### src/design/lspe_pkg.sv
// ----------------------------------------------------------------------------
// LED strip pulse encoder package
// Shared widths, register indexes, reset timings and the configuration bundle.
// ----------------------------------------------------------------------------
package lspe_pkg;

    localparam int NS_W      = 16;
    localparam int TICK_W    = 11;
    localparam int CFG_IDX_W = 3;
    localparam int BYTE_W    = 8;
    localparam int PIX_W     = 4 * BYTE_W;
    localparam int CNT_W     = 5;

    // Items per pixel, minus one, for the two color modes.
    localparam logic [CNT_W-1:0] LAST_IDX_3 = CNT_W'(3 * BYTE_W - 1);
    localparam logic [CNT_W-1:0] LAST_IDX_4 = CNT_W'(4 * BYTE_W - 1);

    // Divide by the 50 ns tick as a multiply by ceil(2^22 / 50) and a shift.
    // The rounding error stays below one step for every 16-bit value.
    localparam int              RECIP_W     = 17;
    localparam int              RECIP_SHIFT = 22;
    localparam logic [RECIP_W-1:0] RECIP    = 17'd83887;

    // Register indexes of the configuration port.
    typedef enum logic [CFG_IDX_W-1:0] {
        REG_COLOR_MODE   = 3'd0,
        REG_ZERO_HIGH_NS = 3'd1,
        REG_ZERO_LOW_NS  = 3'd2,
        REG_ONE_HIGH_NS  = 3'd3,
        REG_ONE_LOW_NS   = 3'd4,
        REG_RESET_LOW_NS = 3'd5
    } cfg_index_t;

    // Reset timings already in ticks (400, 850, 800, 450 and 50000 ns).
    localparam logic [TICK_W-1:0] RST_ZERO_HIGH = 11'd8;
    localparam logic [TICK_W-1:0] RST_ZERO_LOW  = 11'd17;
    localparam logic [TICK_W-1:0] RST_ONE_HIGH  = 11'd16;
    localparam logic [TICK_W-1:0] RST_ONE_LOW   = 11'd9;
    localparam logic [TICK_W-1:0] RST_RESET_LOW = 11'd1000;

    typedef struct packed {
        logic              color_mode;
        logic [TICK_W-1:0] zero_high;
        logic [TICK_W-1:0] zero_low;
        logic [TICK_W-1:0] one_high;
        logic [TICK_W-1:0] one_low;
        logic [TICK_W-1:0] reset_low;
    } cfg_ticks_t;

endpackage

### src/design/lspe_cfg_regs.sv
// ----------------------------------------------------------------------------
// LED strip pulse encoder configuration registers
// Takes register writes and keeps the timings converted to 50 ns ticks.
// ----------------------------------------------------------------------------
module lspe_cfg_regs
    import lspe_pkg::*;
(
    input  logic                 clk,
    input  logic                 rst_n,
    input  logic                 wr_en,
    input  logic [CFG_IDX_W-1:0] wr_index,
    input  logic [NS_W-1:0]      wr_data,
    output cfg_ticks_t           cfg
);

    cfg_ticks_t                 cfg_reg;
    cfg_ticks_t                 cfg_next;
    logic [NS_W+RECIP_W-1:0]    product;
    logic [TICK_W-1:0]          ticks;

    // The quotient never exceeds 1310, so eleven bits hold it.
    assign product = {{RECIP_W{1'b0}}, wr_data} * {{NS_W{1'b0}}, RECIP};
    assign ticks   = product[RECIP_SHIFT +: TICK_W];

    always_comb
    begin
        cfg_next = cfg_reg;
        if (wr_en)
        begin
            unique case (wr_index)
                REG_COLOR_MODE:   cfg_next.color_mode = wr_data[0];
                REG_ZERO_HIGH_NS: cfg_next.zero_high  = ticks;
                REG_ZERO_LOW_NS:  cfg_next.zero_low   = ticks;
                REG_ONE_HIGH_NS:  cfg_next.one_high   = ticks;
                REG_ONE_LOW_NS:   cfg_next.one_low    = ticks;
                REG_RESET_LOW_NS: cfg_next.reset_low  = ticks;
                default:          cfg_next = cfg_reg;
            endcase
        end
    end

    always_ff @(posedge clk or negedge rst_n)
    begin
        if (!rst_n)
        begin
            cfg_reg.color_mode <= 1'b0;
            cfg_reg.zero_high  <= RST_ZERO_HIGH;
            cfg_reg.zero_low   <= RST_ZERO_LOW;
            cfg_reg.one_high   <= RST_ONE_HIGH;
            cfg_reg.one_low    <= RST_ONE_LOW;
            cfg_reg.reset_low  <= RST_RESET_LOW;
        end
        else
        begin
            cfg_reg <= cfg_next;
        end
    end

    assign cfg = cfg_reg;

endmodule

### src/design/led_strip_pulse_encoder.sv
// ----------------------------------------------------------------------------
// LED strip pulse encoder
// Expands one pixel into one high/low pulse item per data bit.
// ----------------------------------------------------------------------------
// Usage:
//   A pixel arrives on the s_axis channel as four stored bytes, with tlast set
//   on the final pixel of the strip. The block sends byte 1, byte 0, byte 2 and,
//   in four-byte mode, byte 3, each MSB first, as one m_axis transaction per bit.
//   Each item carries the high and low times in 50 ns ticks; tuser marks the
//   last item of a pixel and tlast the last item of the strip, whose low time
//   is the reset gap.
//   Timings are written through the cfg channel in nanoseconds and converted
//   to ticks at the write, so they must be written while the block is idle.
//   The first item of a pixel passes through the pixel register and then the
//   output register. Throughput: one item per cycle while the receiver does
//   not stall, set by the single output port; a pixel is 24 or 32 items.
//   The next pixel is taken in the same cycle the previous one's last item
//   moves into the output register, so pixels follow without gaps.
//   When the receiver stalls, the output register holds its item and the
//   pixel register waits; s_axis_tready drops until the pixel is drained.
//   Reset empties both registers and loads the default timings.
// ----------------------------------------------------------------------------
module led_strip_pulse_encoder
    import lspe_pkg::*;
(
    input  logic                 clk,
    input  logic                 rst_n,

    input  logic                 s_axis_tvalid,
    output logic                 s_axis_tready,
    input  logic [31:0]          s_axis_tdata,   // pixel_byte0, pixel_byte1, pixel_byte2,
                                                 // pixel_byte3
    input  logic                 s_axis_tlast,   // final_pixel

    output logic                 m_axis_tvalid,
    input  logic                 m_axis_tready,
    output logic [23:0]          m_axis_tdata,   // high_ticks, low_ticks, bit_value, zero pad
    output logic                 m_axis_tuser,   // pixel_done
    output logic                 m_axis_tlast,   // frame_end

    input  logic                 cfg_valid,
    output logic                 cfg_ready,
    input  logic [CFG_IDX_W-1:0] cfg_index,
    input  logic [NS_W-1:0]      cfg_data
);

    cfg_ticks_t         cfg;

    logic               pix_valid_reg, pix_valid_next;
    logic [PIX_W-1:0]   pix_bits_reg,  pix_bits_next;
    logic [CNT_W-1:0]   pix_cnt_reg,   pix_cnt_next;
    logic               pix_final_reg, pix_final_next;

    logic               out_valid_reg, out_valid_next;
    logic [TICK_W-1:0]  out_high_reg,  out_high_next;
    logic [TICK_W-1:0]  out_low_reg,   out_low_next;
    logic               out_bit_reg,   out_bit_next;
    logic               out_done_reg,  out_done_next;
    logic               out_end_reg,   out_end_next;

    logic               in_take;
    logic               load_out;
    logic               pix_last;
    logic               cur_bit;
    logic               frame_last;

    assign cfg_ready = 1'b1;

    lspe_cfg_regs u_cfg
    (
        .clk      (clk),
        .rst_n    (rst_n),
        .wr_en    (cfg_valid),
        .wr_index (cfg_index),
        .wr_data  (cfg_data),
        .cfg      (cfg)
    );

    assign load_out      = pix_valid_reg && (!out_valid_reg || m_axis_tready);
    assign pix_last      = (pix_cnt_reg == '0);
    assign s_axis_tready = !pix_valid_reg || (load_out && pix_last);
    assign in_take       = s_axis_tvalid && s_axis_tready;
    assign cur_bit       = pix_bits_reg[PIX_W-1];
    assign frame_last    = pix_last && pix_final_reg;

    // Pixel register: bits kept in send order and shifted out from the top.
    always_comb
    begin
        pix_valid_next = pix_valid_reg;
        pix_bits_next  = pix_bits_reg;
        pix_cnt_next   = pix_cnt_reg;
        pix_final_next = pix_final_reg;
        if (in_take)
        begin
            pix_valid_next = 1'b1;
            pix_bits_next  = {s_axis_tdata[15:8], s_axis_tdata[7:0],
                              s_axis_tdata[23:16], s_axis_tdata[31:24]};
            pix_cnt_next   = cfg.color_mode ? LAST_IDX_4 : LAST_IDX_3;
            pix_final_next = s_axis_tlast;
        end
        else if (load_out)
        begin
            pix_valid_next = !pix_last;
            pix_bits_next  = {pix_bits_reg[PIX_W-2:0], 1'b0};
            pix_cnt_next   = pix_cnt_reg - 1'b1;
        end
    end

    // Output register: one pulse item, held while the receiver stalls.
    always_comb
    begin
        out_valid_next = out_valid_reg;
        out_high_next  = out_high_reg;
        out_low_next   = out_low_reg;
        out_bit_next   = out_bit_reg;
        out_done_next  = out_done_reg;
        out_end_next   = out_end_reg;
        if (load_out)
        begin
            out_valid_next = 1'b1;
            out_high_next  = cur_bit ? cfg.one_high : cfg.zero_high;
            if (frame_last)
            begin
                out_low_next = cfg.reset_low;
            end
            else
            begin
                out_low_next = cur_bit ? cfg.one_low : cfg.zero_low;
            end
            out_bit_next   = cur_bit;
            out_done_next  = pix_last;
            out_end_next   = frame_last;
        end
        else if (m_axis_tready)
        begin
            out_valid_next = 1'b0;
        end
    end

    always_ff @(posedge clk or negedge rst_n)
    begin
        if (!rst_n)
        begin
            pix_valid_reg <= 1'b0;
            out_valid_reg <= 1'b0;
        end
        else
        begin
            pix_valid_reg <= pix_valid_next;
            out_valid_reg <= out_valid_next;
        end
    end

    always_ff @(posedge clk)
    begin
        pix_bits_reg  <= pix_bits_next;
        pix_cnt_reg   <= pix_cnt_next;
        pix_final_reg <= pix_final_next;
        out_high_reg  <= out_high_next;
        out_low_reg   <= out_low_next;
        out_bit_reg   <= out_bit_next;
        out_done_reg  <= out_done_next;
        out_end_reg   <= out_end_next;
    end

    assign m_axis_tvalid = out_valid_reg;
    assign m_axis_tdata  = {1'b0, out_bit_reg, out_low_reg, out_high_reg};
    assign m_axis_tuser  = out_done_reg;
    assign m_axis_tlast  = out_end_reg;

endmodule

### config.mk
export PLATFORM = sky130hd
export DESIGN_NAME = led_strip_pulse_encoder
export DESIGN_NICKNAME = d
export VERILOG_FILES = /design/src/design/lspe_pkg.sv /design/src/design/lspe_cfg_regs.sv /design/src/design/led_strip_pulse_encoder.sv
export SDC_FILE = /design/constraint.sdc
export NUM_CORES = 1
export LEC_CHECK = 0
export ABC_AREA = 0
export BUFFER_PORTS_ARGS = -buffer_cell sky130_fd_sc_hd__clkbuf_2
export CAP_MARGIN = 20
export CORE_ASPECT_RATIO = 0.9
export CORE_UTILIZATION = 50
export CTS_BUF_LIST = sky130_fd_sc_hd__clkbuf_8
export CTS_CLUSTER_DIAMETER = 150
export CTS_CLUSTER_SIZE = 20
export DETAILED_ROUTE_END_ITERATION = 8
export GPL_ROUTABILITY_DRIVEN = 0
export PLACE_DENSITY = 0.78
export RECOVER_POWER = 50
export SETUP_SLACK_MARGIN = 0.1
export SYNTH_ARGS = -nofsm -noshare
export SYNTH_HDL_FRONTEND = slang
export SYNTH_SLANG_ARGS = --single-unit
export TNS_END_PERCENT = 5
### constraint.sdc
create_clock -name clk -period 2.5 [get_ports clk]
set_input_delay 0.375 -clock clk [delete_from_list [all_inputs] [get_ports clk]]
set_output_delay 0.375 -clock clk [all_outputs]
set_load 0.03 [all_outputs]
After elaboration in Yosys (flattened, before gate mapping)
Cells that the tools add are included.
Widths: inputs -> output; s select.
{"block": "totals", "mem_bits_rw": 0, "mem_bits_ro": 0, "inputBits": 57, "out_inout_bits": 29, "reg_bits": 121, "word_cells": 54, "n_memories": 0, "latch_bits": 0}
{"block": "op_classes", "reduce_logical": 19, "n_div": 0, "mux": 12, "mul": 1, "addsub": 1, "bitwise_logic": 0, "n_shift": 0, "order_cmp": 0, "eq_ne": 5}
{"cell": "$mux 32", "count": 2}
{"cell": "$mul 16x17->33 const B", "count": 1}
{"cell": "$mux 11", "count": 3}
{"cell": "$reduce_and 2->1", "count": 6}
{"cell": "$mux 5", "count": 2}
{"cell": "$eq 3x2->1 const B", "count": 2}
{"cell": "$eq 3x3->1 const B", "count": 2}
{"cell": "$logic_not 5->1", "count": 1}
{"cell": "$sub 5x1->5 const B", "count": 1}
{"cell": "$logic_and 1x1->1", "count": 4}
{"cell": "$mux 1", "count": 4}
{"cell": "$mux 4", "count": 1}
{"cell": "$reduce_bool 2->1", "count": 2}
{"cell": "$eq 3x1->1 const B", "count": 1}
{"cell": "$logic_not 1->1", "count": 3}
{"cell": "$logic_not 3->1", "count": 1}
{"cell": "$logic_or 1x1->1", "count": 2}

Logic depth before layout (Yosys ltp)
{"block": "logic_depth", "depth_word": 7, "mapped_depth": 20, "depth_no_buf": 19}

Hierarchy
A second synthesis with hierarchy kept.
{"block": "hier_totals", "cells_unflattened": 900, "hier_area_um2": 10171.0}
{"mod": "lspe_cfg_regs", "area_each_um2": 7184.4, "n_inst": 1, "seq_area_each_um2": 1416.4, "cells_per_inst": 730}
{"mod": "led_strip_pulse_encoder", "area_each_um2": 2986.6, "n_inst": 1, "seq_area_each_um2": 1941.9, "cells_per_inst": 170}

Worst setup path after synthesis
OpenSTA, ideal clock, no wires.
{"block": "synth_path", "path_kind": "input to register", "startpoint": "input cfg_data[13]", "endpoint": "register u_cfg.cfg_reg, in the netlist u_cfg.cfg[18]", "path_slack_ps": -2932, "setup_time_ps": 127, "path_buffers": 1, "path_stages": 18, "arrival_time_ps": 5305, "t_required_ps": 2373, "cell_sequence": "fa_1 > inv_1 > fa_1 > inv_1 > fa_1 > fa_1 > fa_1 > inv_1 > fa_1 > inv_1 > ha_1 > nand4_1 > or2_1 > or4_1 > o21a_1 > buf_6 > mux2i_1 > nand3_1"}
{"block": "synth_between", "elab_chain_cells": 1}
{"item": "from (decl)", "line_no": "led_strip_pulse_encoder.sv:44", "source": "input logic [NS_W-1:0] cfg_data"}
{"item": "$mul 16x17->33", "line_no": "lspe_cfg_regs.sv:22", "source": "assign product = {{RECIP_W{1'b0}}, wr_data} * {{NS_W{1'b0}}, RECIP};"}
{"item": "to (signal assigned)", "line_no": "lspe_cfg_regs.sv:55", "source": "cfg_reg <= cfg_next;"}
{"item": "to (decl)", "line_no": "lspe_cfg_regs.sv:16", "source": "cfg_ticks_t cfg_reg;"}
No other way between the ends.
A chain may end at the register's enable or synchronous reset.

Worst setup path in the final report
{"block": "layout_path", "startpoint": "input cfg_data[2]", "endpoint": "register u_cfg.cfg_reg, in the netlist u_cfg.cfg[21]"}
Same word-level chain as after synthesis.

==> flow_summary.ini <==
[drt]
highest_layer = met4
routed-wl-met2_um = 13670
drc_errors = 0
first_iter_violations = 574
met1Wirelength_um = 11930
wl_met3_um = 1404
viasPerCell = 5.467
routed_wirelength_um = 27750
firstDrtPassIters = 7
dr_total_vias = 8802
drtAntennaViolNets = 0
wl_per_cell_um = 17.24

[outcome]
violations = max-capacitance violations, max-slew violations, negative setup slack
status = finished, violations left

[critical_path]
worst_setup_path_end_kind = flop
arrival_ns = 5.44
r2r_start = pix_bits_reg[31]
critPathRequiredTime_ns = 2.86
cp-startpoint = cfg_data[2]
critPathLaunchType = primary input
critical_path_class = in -> reg
critPathMaxFanout = 5

[cells_and_area]
nets = 1594
largest_reg_flops = 56
fillerInstances = 1620
drive_gt1_share_pct = 32.75
final_cell_mix = inv_1 (175), buf_4 (159), ha_1 (115), fa_1 (87), nand2_1 (79)
final_common_cell = inv_1
area_growth_pct = 25.50
seqCellArea_sq_um = 3358
finalInstanceArea_sq_um = 13840
n_antenna_cell = 0
multiInputGateArea_sq_um = 7216

[synthesis]
synth_edf_count = 63
syn_inst = 1075
ys_seq_area_share_pct = 30.44
syn-cell-area_sq_um = 11030
synth_nets = 1363
yosys_warnings = 0
syn_avg_cell_area_sq_um = 10.26
ys_ff_latch = 121
ys_async_sr_fraction_pct = 47.93
ys_types = 65
ys.flop_type = edfxtp_1

[place]
io_buffers = 83
placed_area_sq_um = 12840
hpwl_um = 20870

[worst_hold_path]
holdCritPathClass = in -> reg
hp-start = s_axis_tlast

[clocking]
clock_sinks = 121
clkLatencyLatePin_ns = 0.45
clk_path_buf_depth = 2
cts_made_buffers = 17
cts_tree = done
clk_pin_slew_worst_paths_ns = 0.07
ctsHoldBuffers = 0
cts_root_buf = clkbuf_8
cts_htree_levels = 4

[die]
start_util_pct = 51.00
die_h_um = 142.9
num_rows = 51
core-area_sq_um = 21630
die_area_sq_um = 22660
num_io_pins = 86
dieWidth_um = 158.6

[job]
cap_violations = 1

[sta]
period_needed_ns = 5.078
hold_violations = 0
slew_viol_final = 24
maxSlewHeadroom_pct = -17.96
max_freq_ghz = 0.1969
worstMarginPinSlew_ns = 1.769
setup_tns_ns = -134.36
clock_skew_ns = 0.01192
setup_violations = 55
setup_ws_ns = -2.578
rsz0062_at_grt = true
fin_crit_sh_pct = 203.1

[global_route]
antenna_found_initial = 0
grt.overflow.total = 0
grt_pass1_vias = 9174
grt_max_degree = 59
grt_pass1_wl_um = 44590
grtUsageTotal_pct = 25.58
[critical path: stages]
cell	delay, ns
clkbuf_8	0.12
fa_1	0.53
buf_6	0.15
ha_1	0.29
inv_1	0.06
fa_1	0.50
fa_1	0.54
inv_2	0.05
fa_1	0.53
inv_2	0.05
fa_1	0.51
inv_2	0.05
ha_4	0.24
nand4_1	0.11
o211ai_1	0.15
a21oi_2	0.19
buf_4	0.15
a211oi_2	0.08
or4_4	0.56
a41oi_2	0.21
[kinds of logic (layout without fill, tap and decap cells)]
logic type / Yosys count / after routing / share of synthesized area [%]
AOI/OAI and AO/OA: 155 / 155 / 9.312
xor gates and xnor gates: 5 / 5 / 0.3970
adders and majority gates: 231 / 231 / 32.80
buffers and inverters: 233 / 477 / 9.073
DFF: 121 / 121 / 30.44
muxes: 65 / 65 / 6.385
other: 2 / 2 / 0.06808
and+or+nand+nor: 263 / 263 / 11.52
[synthesized netlist by cell type (all sizes together), types with 8 or more instances]
master / instances / area (sq um)
o21ai: 37 / 185.2
a21oi: 41 / 205.2
edfxtp: 63 / 1892
fa: 97 / 1942
mux2: 43 / 484.2
ha: 134 / 1677
a211oi: 8 / 60.06
dfrtp: 46 / 1151
clkbuf: 19 / 72.56
nand4: 23 / 165.2
inv: 188 / 705.7
buf: 20 / 170.2
nor2: 62 / 232.7
nand2: 80 / 302.8
dfstp: 12 / 315.3
nor3: 14 / 70.07
nand3: 43 / 215.2
mux2i: 22 / 220.2
[path summary, 6_finish.rpt]
| check | depth (start not counted) | to | slack (ns) |
|---|---|---|---|
| worst max-delay path | 20 | u_cfg.cfg[21] | -2.58 |
| worst min-delay path | 1 | pix_final_reg | 0.12 |
| min in group asynchronous | 2 | u_cfg.cfg[23] | 0.36 |
| worst min register to register | 2 | u_cfg.cfg[11] | 0.48 |
| max in group asynchronous | 2 | m_axis_tvalid | 1.26 |
| worst max register to register | 3 | out_low_reg[3] | 0.15 |
[per-stage QoR]
step / hold slack, ns / util, % / setup WS (ns) / cells
after floorplan: 0.07941 / - / -2.813 / 1075
after global placement: 0.4573 / 59.38 / -3.148 / 1570
after detailed placement: 0.4557 / 59.38 / -3.262 / 1570
after CTS: 0.09192 / 63.19 / -2.555 / 1608
after global routing: 0.1126 / 64.00 / -2.724 / 1610
final: 0.1200 / 64.00 / -2.578 / 1610
[metal layers]
metal,vias up,track usage (%)
li1,4129,-
met1,4294,32.31
met2,307,44.28
met3,72,3.976
met4,0,9.059
met5,-,0
[cell type report]
cell class | count | area share [%]
inverters | 188 | 5.097
clock inverters | 14 | 1.238
flip-flops and latches | 121 | 24.26
clock buffers | 18 | 1.789
multi-input cells | 721 | 52.12
well taps | 291 | 2.630
repair buffers | 257 | 12.87
[what timing repair did]
item / 4_1_cts / 5_1_grt
setup endpoints to repair: 55 / 55
pin swaps: 64 / 47
setup buffers: 6 / 2
resized for setup: 76 / 47
cloned: 0 / 0
Power is left out: the tool's default activity adds up to more than one toggle a clock period on the data nets, which glitch-free logic cannot reach.
